`config.mk`:
```
export PLATFORM = sky130hd
export DESIGN_NAME = iq_linear_interp_resampler
export DESIGN_NICKNAME = d
export VERILOG_FILES = /design/src/design/iqlir_pkg.sv /design/src/design/iqlir_front.sv /design/src/design/iqlir_queue.sv /design/src/design/iqlir_back.sv /design/src/design/iq_linear_interp_resampler.sv
export SDC_FILE = /design/constraint.sdc
export NUM_CORES = 1
export LEC_CHECK = 0
export ABC_AREA = 0
export BUFFER_PORTS_ARGS = -buffer_cell sky130_fd_sc_hd__buf_4
export CORE_UTILIZATION = 60
export CTS_CLUSTER_SIZE = 40
export DETAILED_ROUTE_END_ITERATION = 6
export PLACE_DENSITY = 0.77
export SKIP_CTS_REPAIR_TIMING = 1
export SYNTH_ARGS = -nofsm -noshare
export SYNTH_HDL_FRONTEND = slang
export SYNTH_SLANG_ARGS = --single-unit
```
`constraint.sdc`:
```
create_clock -name clk_i -period 18.8 [get_ports clk_i]
set_clock_uncertainty 0.15 [all_clocks]
set_input_delay 2.82 -clock clk_i [delete_from_list [all_inputs] [get_ports clk_i]]
set_output_delay 2.82 -clock clk_i [all_outputs]
set_load 0.02 [all_outputs]
```
`src/design/iqlir_pkg.sv`:
```
// ----------------------------------------------------------------------------
// iqlir_pkg: shared types and constants of the IQ linear interpolation resampler
// Holds the field widths, the default block length and the queue word format.
// ----------------------------------------------------------------------------
package iqlir_pkg;

  // Field widths.
  localparam int unsigned SampleW  = 32;
  localparam int unsigned RawW     = 2 * SampleW;
  localparam int unsigned FracW    = 11;
  localparam int unsigned IdxW     = 13;
  localparam int unsigned PosW     = 23;
  localparam int unsigned OutW     = 43;
  localparam int unsigned WeightW  = FracW + 1;
  localparam int unsigned ProdW    = SampleW + WeightW + 1;

  // Block length default and queue depth.
  localparam int unsigned DefInBlock = 3072;
  localparam int unsigned DefQDepth  = 2;

  // One interpolation job: both neighbors and the fraction.
  typedef struct packed {
    logic signed [SampleW-1:0] prev_i;
    logic signed [SampleW-1:0] prev_q;
    logic signed [SampleW-1:0] cur_i;
    logic signed [SampleW-1:0] cur_q;
    logic        [FracW-1:0]   frac;
  } job_t;

  // Write side of the job queue.
  typedef struct packed {
    logic valid;
    job_t job;
  } q_push_t;

endpackage

```
`src/design/iqlir_front.sv`:
```
// ----------------------------------------------------------------------------
// iqlir_front: sample intake and output scheduling
// Takes one sample word per cycle while the queue has room, applies the IQ
// swap, tracks the block position and pushes a job when an output is due.
// ----------------------------------------------------------------------------
module iqlir_front
  import iqlir_pkg::*;
#(
  parameter int unsigned InBlock = DefInBlock
) (
  input  logic              clk_i,
  input  logic              rst_ni,
  input  logic              in_valid_i,
  output logic              in_ready_o,
  input  logic [RawW-1:0]   raw_sample_i,
  input  logic              cfg_valid_i,
  output logic              cfg_ready_o,
  input  logic              cfg_iq_swap_i,
  input  logic              q_full_i,
  output q_push_t           q_push_o
);

  localparam logic [IdxW-1:0] InBlockIdx = IdxW'(InBlock);
  localparam logic [PosW-1:0] InBlockPos = PosW'(InBlock);

  logic                      swap_q;
  logic                      first_q, first_d;
  logic [IdxW-1:0]           in_idx_q, in_idx_d;
  logic [FracW-1:0]          out_idx_q, out_idx_d;
  logic [PosW-1:0]           pos_q, pos_d;
  logic signed [SampleW-1:0] prev_i_q, prev_q_q;
  logic signed [SampleW-1:0] cur_i, cur_q;
  logic [IdxW-1:0]           base;
  logic                      block_end;
  logic                      emit;
  logic                      accept;

  // The configuration register is always writable.
  assign cfg_ready_o = 1'b1;

  // Stall only when the job queue cannot take another word.
  assign in_ready_o = !q_full_i;
  assign accept     = in_valid_i && in_ready_o;

  // Split the word and apply the swap.
  assign cur_i = swap_q ? $signed(raw_sample_i[RawW-1:SampleW])
                        : $signed(raw_sample_i[SampleW-1:0]);
  assign cur_q = swap_q ? $signed(raw_sample_i[SampleW-1:0])
                        : $signed(raw_sample_i[RawW-1:SampleW]);

  // An output is due when its right-hand sample has arrived, unless the
  // block is already complete at its last sample.
  assign base      = IdxW'(pos_q[PosW-1:FracW]);
  assign block_end = (in_idx_q >= InBlockIdx);
  assign emit      = !first_q && (base < in_idx_q) &&
                     !(block_end && (out_idx_q == '0));

  // Block position bookkeeping.
  always_comb begin
    first_d   = first_q;
    in_idx_d  = in_idx_q;
    out_idx_d = out_idx_q;
    pos_d     = pos_q;
    if (accept) begin
      if (first_q) begin
        first_d   = 1'b0;
        in_idx_d  = IdxW'(1);
        out_idx_d = '0;
        pos_d     = '0;
      end else begin
        if (emit) begin
          out_idx_d = out_idx_q + FracW'(1);
          pos_d     = pos_q + InBlockPos;
        end
        if (block_end) begin
          in_idx_d  = IdxW'(1);
          out_idx_d = '0;
          pos_d     = '0;
        end else begin
          in_idx_d  = in_idx_q + IdxW'(1);
        end
      end
    end
  end

  // Control state.
  always_ff @(posedge clk_i or negedge rst_ni) begin
    if (!rst_ni) begin
      swap_q    <= 1'b0;
      first_q   <= 1'b1;
      in_idx_q  <= '0;
      out_idx_q <= '0;
      pos_q     <= '0;
    end else begin
      if (cfg_valid_i) begin
        swap_q <= cfg_iq_swap_i;
      end
      first_q   <= first_d;
      in_idx_q  <= in_idx_d;
      out_idx_q <= out_idx_d;
      pos_q     <= pos_d;
    end
  end

  // Previous sample; the first sample always loads it before use.
  always_ff @(posedge clk_i) begin
    if (accept) begin
      prev_i_q <= cur_i;
      prev_q_q <= cur_q;
    end
  end

  // Job word toward the queue.
  always_comb begin
    q_push_o.valid      = accept && emit;
    q_push_o.job.prev_i = prev_i_q;
    q_push_o.job.prev_q = prev_q_q;
    q_push_o.job.cur_i  = cur_i;
    q_push_o.job.cur_q  = cur_q;
    q_push_o.job.frac   = pos_q[FracW-1:0];
  end

endmodule

```
`src/design/iqlir_queue.sv`:
```
// ----------------------------------------------------------------------------
// iqlir_queue: short job queue between intake and arithmetic
// A small register FIFO that lets the front and the back stall separately.
// ----------------------------------------------------------------------------
module iqlir_queue
  import iqlir_pkg::*;
#(
  parameter int unsigned Depth = DefQDepth
) (
  input  logic                         clk_i,
  input  logic                         rst_ni,
  input  q_push_t                      push_i,
  output logic                         full_o,
  output logic                         pop_valid_o,
  input  logic                         pop_ready_i,
  output job_t                         pop_job_o,
  output logic [$clog2(Depth+1)-1:0]   level_o
);

  localparam int unsigned PtrW = (Depth > 1) ? $clog2(Depth) : 1;
  localparam int unsigned CntW = $clog2(Depth + 1);

  job_t            slots_q [Depth];
  logic [PtrW-1:0] wr_ptr_q, rd_ptr_q;
  logic [CntW-1:0] count_q;
  logic            do_push, do_pop;

  assign full_o      = (count_q == CntW'(Depth));
  assign pop_valid_o = (count_q != '0);
  assign pop_job_o   = slots_q[rd_ptr_q];
  assign level_o     = count_q;
  assign do_push     = push_i.valid && !full_o;
  assign do_pop      = pop_valid_o && pop_ready_i;

  // Pointers and fill count.
  always_ff @(posedge clk_i or negedge rst_ni) begin
    if (!rst_ni) begin
      wr_ptr_q <= '0;
      rd_ptr_q <= '0;
      count_q  <= '0;
    end else begin
      if (do_push) begin
        wr_ptr_q <= (wr_ptr_q == PtrW'(Depth - 1)) ? '0 : wr_ptr_q + PtrW'(1);
      end
      if (do_pop) begin
        rd_ptr_q <= (rd_ptr_q == PtrW'(Depth - 1)) ? '0 : rd_ptr_q + PtrW'(1);
      end
      if (do_push && !do_pop) begin
        count_q <= count_q + CntW'(1);
      end else if (do_pop && !do_push) begin
        count_q <= count_q - CntW'(1);
      end
    end
  end

  // Slot storage.
  always_ff @(posedge clk_i) begin
    if (do_push) begin
      slots_q[wr_ptr_q] <= push_i.job;
    end
  end

endmodule

```
`src/design/iqlir_back.sv`:
```
// ----------------------------------------------------------------------------
// iqlir_back: interpolation arithmetic
// Stage one forms the four weighted products, stage two adds them into the
// output register that drives the result channel.
// ----------------------------------------------------------------------------
module iqlir_back
  import iqlir_pkg::*;
(
  input  logic                   clk_i,
  input  logic                   rst_ni,
  input  logic                   job_valid_i,
  output logic                   job_ready_o,
  input  job_t                   job_i,
  output logic                   mul_busy_o,
  output logic                   out_valid_o,
  input  logic                   out_ready_i,
  output logic signed [OutW-1:0] out_i_o,
  output logic signed [OutW-1:0] out_q_o
);

  localparam logic [WeightW-1:0] FracOne = WeightW'(1 << FracW);

  logic                    s1_valid_q;
  logic                    out_valid_q;
  logic                    s1_ready, out_ready_int;
  logic [WeightW-1:0]      w_prev, w_cur;
  logic signed [ProdW-1:0] pa_i, pb_i, pa_q, pb_q;
  logic signed [ProdW-1:0] pa_i_q, pb_i_q, pa_q_q, pb_q_q;
  logic signed [OutW-1:0]  out_i_q, out_q_q;

  // Each stage moves when the next one can take its word.
  assign out_ready_int = !out_valid_q || out_ready_i;
  assign s1_ready      = !s1_valid_q || out_ready_int;
  assign job_ready_o   = s1_ready;
  assign mul_busy_o    = s1_valid_q;

  // Weights 2048-f and f, then the four products.
  assign w_prev = FracOne - {1'b0, job_i.frac};
  assign w_cur  = {1'b0, job_i.frac};
  assign pa_i   = job_i.prev_i * $signed({1'b0, w_prev});
  assign pb_i   = job_i.cur_i  * $signed({1'b0, w_cur});
  assign pa_q   = job_i.prev_q * $signed({1'b0, w_prev});
  assign pb_q   = job_i.cur_q  * $signed({1'b0, w_cur});

  // Stage valid flags.
  always_ff @(posedge clk_i or negedge rst_ni) begin
    if (!rst_ni) begin
      s1_valid_q  <= 1'b0;
      out_valid_q <= 1'b0;
    end else begin
      if (s1_ready) begin
        s1_valid_q <= job_valid_i;
      end
      if (out_ready_int) begin
        out_valid_q <= s1_valid_q;
      end
    end
  end

  // Stage data. The sum always fits the output width.
  always_ff @(posedge clk_i) begin
    if (s1_ready && job_valid_i) begin
      pa_i_q <= pa_i;
      pb_i_q <= pb_i;
      pa_q_q <= pa_q;
      pb_q_q <= pb_q;
    end
    if (out_ready_int && s1_valid_q) begin
      out_i_q <= OutW'(pa_i_q) + OutW'(pb_i_q);
      out_q_q <= OutW'(pa_q_q) + OutW'(pb_q_q);
    end
  end

  assign out_valid_o = out_valid_q;
  assign out_i_o     = out_i_q;
  assign out_q_o     = out_q_q;

endmodule

```
`src/design/iq_linear_interp_resampler.sv`:
```
// ----------------------------------------------------------------------------
// iq_linear_interp_resampler: IQ linear interpolation resampler
// Resamples blocks of IN_BLOCK complex samples to 2048 outputs each by
// linear interpolation, with an optional exchange of I and Q.
// ----------------------------------------------------------------------------
//   channel | direction | handshake                | word
//   --------+-----------+--------------------------+----------------------------
//   input   | in        | in_valid_i / in_ready_o  | raw_sample_i (I low, Q high)
//   result  | out       | out_valid_o / out_ready_i| out_i_o, out_q_o
//   config  | in        | cfg_valid_i / cfg_ready_o| cfg_iq_swap_i
//
// One sample is accepted every cycle while the job queue has room. The queue
// slot is written at the accepting edge; the job then passes the product
// stage register and the output register before its result is offered.
// Reset puts the block at the first sample of a new stream with no swap.
// A stalled result channel fills the two-entry queue, and only then does
// in_ready_o drop.
// ----------------------------------------------------------------------------
module iq_linear_interp_resampler
  import iqlir_pkg::*;
#(
  parameter int unsigned IN_BLOCK = DefInBlock,
  parameter int unsigned QDepth   = DefQDepth
) (
  input  logic                   clk_i,
  input  logic                   rst_ni,
  input  logic                   in_valid_i,
  output logic                   in_ready_o,
  input  logic [RawW-1:0]        raw_sample_i,
  output logic                   out_valid_o,
  input  logic                   out_ready_i,
  output logic signed [OutW-1:0] out_i_o,
  output logic signed [OutW-1:0] out_q_o,
  input  logic                   cfg_valid_i,
  output logic                   cfg_ready_o,
  input  logic                   cfg_iq_swap_i
);

  q_push_t                      q_push;
  logic                         q_full;
  logic                         q_pop_valid, q_pop_ready;
  job_t                         q_pop_job;
  logic [$clog2(QDepth+1)-1:0]  q_level;
  logic                         mul_busy;

  // Intake and scheduling.
  iqlir_front #(
    .InBlock (IN_BLOCK)
  ) u_front (
    .clk_i         (clk_i),
    .rst_ni        (rst_ni),
    .in_valid_i    (in_valid_i),
    .in_ready_o    (in_ready_o),
    .raw_sample_i  (raw_sample_i),
    .cfg_valid_i   (cfg_valid_i),
    .cfg_ready_o   (cfg_ready_o),
    .cfg_iq_swap_i (cfg_iq_swap_i),
    .q_full_i      (q_full),
    .q_push_o      (q_push)
  );

  // Job queue.
  iqlir_queue #(
    .Depth (QDepth)
  ) u_queue (
    .clk_i       (clk_i),
    .rst_ni      (rst_ni),
    .push_i      (q_push),
    .full_o      (q_full),
    .pop_valid_o (q_pop_valid),
    .pop_ready_i (q_pop_ready),
    .pop_job_o   (q_pop_job),
    .level_o     (q_level)
  );

  // Arithmetic and result register.
  iqlir_back u_back (
    .clk_i       (clk_i),
    .rst_ni      (rst_ni),
    .job_valid_i (q_pop_valid),
    .job_ready_o (q_pop_ready),
    .job_i       (q_pop_job),
    .mul_busy_o  (mul_busy),
    .out_valid_o (out_valid_o),
    .out_ready_i (out_ready_i),
    .out_i_o     (out_i_o),
    .out_q_o     (out_q_o)
  );

`ifndef SYNTHESIS
  // The front never pushes a job into a full queue.
  assert property (@(posedge clk_i) disable iff (!rst_ni) q_push.valid |-> !q_full)
    else $error("job pushed into a full queue");

  // A new result always comes out of the product stage.
  assert property (@(posedge clk_i) disable iff (!rst_ni)
    $rose(out_valid_o) |-> $past(mul_busy))
    else $error("result appeared without a product stage word");

  // The queue level never passes its depth.
  assert property (@(posedge clk_i) disable iff (!rst_ni)
    q_level <= ($clog2(QDepth+1))'(QDepth))
    else $error("queue level beyond its depth");
`endif

endmodule

```
==> metrics.txt <==
largest net degree at the start of global routing 73; Setup CP Type register to register; Sinks on Clock Net 619; GRT Util Overall between 20% and 30%; Max Root-Sink Buffers 3; Fmax 0.1351 GHz; H-tree depth 3; dpl cells roughly 5700; max layer used met4; Root Driver clkbuf_16; Critical Path Source Type register; fraction of registers with async set/reset about 7.3%; synthesized area ~0.048 sq mm; starting density of the core ~61%; Vias/cell 5.387; Syn-to-layout area delta 12.26%; final WL 95.58 mm; min Tclk post-route between 7 and 8 ns; RSZ-0062 raised after global routing no; Final Hold Fails 0; final hold slack roughly 0.27 ns; Die Ht between 200 and 300 um; share of layout cells above drive strength 1 approximately 8.4%; Inserted Diodes 0; initial antenna violation count 1; DIE AREA between 0.08 and 0.09 sq mm; count of input and output buffers about 160; Mapped Cells roughly 4200; Worst-Margin Slew approximately 1 ns; fin worst setup slack 11.40 ns; delay of the slowest cell on the worst path ~0.93 ns; register area share after synthesis a little under 40%; count of cell types in the netlist 86; crit-path max FO between 40 and 50; Tcrit/Tclk final approximately 39%; WL met3 approximately 4.1 mm; Final ANT Viol Nets 0; Clock Latency Late Sink 0.63 ns; Rows approximately 100; number of synthesis warnings 0; sequence of cells on the critical path mux2i_4 -> buf_4 -> buf_4 -> nor2_1 -> ha_1 -> ha_1 -> ha_1 -> inv_1 -> fa_1 -> inv_1 -> ha_1 -> ha_1 -> o21a_1 -> o211ai_1 -> o2bb2ai_1 -> o31ai_2 -> a221o_1 -> a41oi_1 -> a21oi_1 -> mux2i_1 -> nand4_1; Register Area 0.01837 sq mm; die span in x between 200 and 300 um; Place WS 11.38 ns; number of standard cells in the final layout excluding fillers 5808; met2 WL between 40 and 50 mm; Via Count 31290; M1 wire length between 40 and 50 mm; Post-route DRC 0; DRT Pass-1 Iters 6; number of flops mapped to enable cells by yosys ~570; GRT overflow 0; vias in the first global route about 32000; Slew Limit Headroom 31.99%; routed length per instance between 15 and 20 um; Worst Hold Class register to register; first-pass GRT wire length ~160 mm; flops & latches, synth 619; status complete, no violations; clock slew at reported path FFs roughly 0.060 ns; # nets final ~5700; CP arrival around 7.6 ns; max_cap viols 0; commonest register cell after synthesis edfxtp_1; setup TNS 0 ns; fin. max-slew vios 0; FILL cells around 5800; Ports 159; Iter 0 DRT Violations around 1600; critical path required time 19.02 ns; CTS buffer count 69; Setup crit end kind register; syn_area_per_cell around 11 sq um; CP dominant cell by count ha_1; gpl congestion ~0.9; Multi-input gate area between 0.02 and 0.03 sq mm; CTS tree done; Setup Viol. Count Final 0; Post-DP HPWL about 75 mm; Critical Path Slowest Stage Cell dfrtp_4; Core ar. about 0.078 sq mm
[per-layer routing]
metal | vias up | global-route usage (%)
met3 | 184 | 2.548
li1 | 15380 | -
met4 | 0 | 7.676
met2 | 637 | 41.34
met5 | - | 0
met1 | 15080 | 32.17
[critical path, delay by kind of cell (launching register included)]
family | cells | cell delay (ns)
compound gates | 7 | 1.57
fa+ha+maj | 6 | 1.97
buf+inv | 4 | 1.13
flops | 1 | 0.93
mux | 2 | 1.13
simple gates | 2 | 0.20
[cells in the final DEF (no fill, tap or decap), types with 98 or more instances in the layout]
cell type / n
ha_1: 705
edfxtp_1: 574
inv_1: 569
conb_1: 369
nor2_1: 306
fa_1: 255
a21oi_1: 204
xnor2_1: 172
buf_4: 171
nand2_1: 157
a21o_1: 124
mux2i_1: 115
xor2_1: 98
[sequential cells by signal (all words and copies together), names as in the netlist]
register,count
u_queue.slots_q,258
u_back.pa_i_q,41
u_back.pb_q_q,42
u_front.in_idx_q,13
u_back.out_i_o,42
u_front.swap_q,1
u_queue.rd_ptr_q,1
u_queue.wr_ptr_q,1
u_front.pos_q,13
u_back.pb_i_q,41
u_back.mul_busy_o,1
u_front.prev_i_q,32
u_back.out_q_o,43
u_front.prev_q_q,32
u_front.first_q,1
u_back.out_valid_o,1
u_back.pa_q_q,43
u_queue.level_o,2
u_front.out_idx_q,11
[path summary, 6_finish.rpt]
check | from | end | slack [ns] | cells after the start
min reg2reg | u_back.pa_q_q[0]$_DFFE_PP_ | u_back.out_q_o[0]$_DFFE_PP_ | 0.27 | 0
max in group asynchronous | rst_ni | u_front.swap_q$_DFFE_PN0P_ | 15.95 | 1
max | u_queue.rd_ptr_q$_DFFE_PN0P_ | u_back.pa_q_q[42]$_DFFE_PP_ | 11.40 | 21
max reg2reg | u_queue.rd_ptr_q$_DFFE_PN0P_ | u_back.pa_q_q[42]$_DFFE_PP_ | 11.40 | 21
min | u_back.pa_q_q[0]$_DFFE_PP_ | u_back.out_q_o[0]$_DFFE_PP_ | 0.27 | 0
min in group asynchronous | rst_ni | u_front.out_idx_q[4]$_DFFE_PN0P_ | 2.07 | 1
[area by class of cell]
type | count | share of cell area [%]
Multi-Input combinational cell | 3279 | 52.37
Tap cell | 1040 | 2.433
Timing Repair Buffer | 171 | 2.400
Inverter | 572 | 4.024
Clock inverter | 39 | 0.8913
Clock buffer | 88 | 3.537
Sequential cell | 619 | 34.35
[cells in the mapped netlist (70+ instances only)]
library cell,number,share of area [%]
xor2_1,98,1.8
nor2_1,308,2.4
a21o_1,124,2.0
inv_1,570,4.5
ha_1,705,19
mux2_2,79,1.9
clkbuf_1,120,0.95
edfxtp_1,574,36
nand2_1,157,1.2
fa_1,255,11
o21ai_0,95,1.0
a21oi_1,204,2.1
o21ai_1,70,0.74
mux2i_1,116,2.4
xnor2_1,172,3.2
[cells by family after synthesis]
logic type               Yosys count  synth area share (%)
flip-flops                       619                 38.54
AO/OA/AOI/OAI                    733                 9.950
multiplexers                     195                 4.304
adder cells (fa/ha/maj)          960                 29.23
XOR/XNOR                         270                 4.963
other                              2               0.01576
buffers and inverters            710                 5.625
AND/OR/NAND/NOR                  752                 7.369
[through the flow]
| stage | instance area [sq um] | utilization, % |
|---|---|---|
| 2_1_floorplan | 49020 | - |
| 3_3_place_gp | 51120 | 65.55 |
| 3_5_place_dp | 51120 | 65.55 |
| 4_1_cts | 53490 | 68.59 |
| 5_1_grt | 53490 | 68.59 |
| 6_report | 53490 | 68.59 |
Power is left out: the tool's default activity adds up to more than one toggle a clock period on the data nets, which glitch-free logic cannot reach.
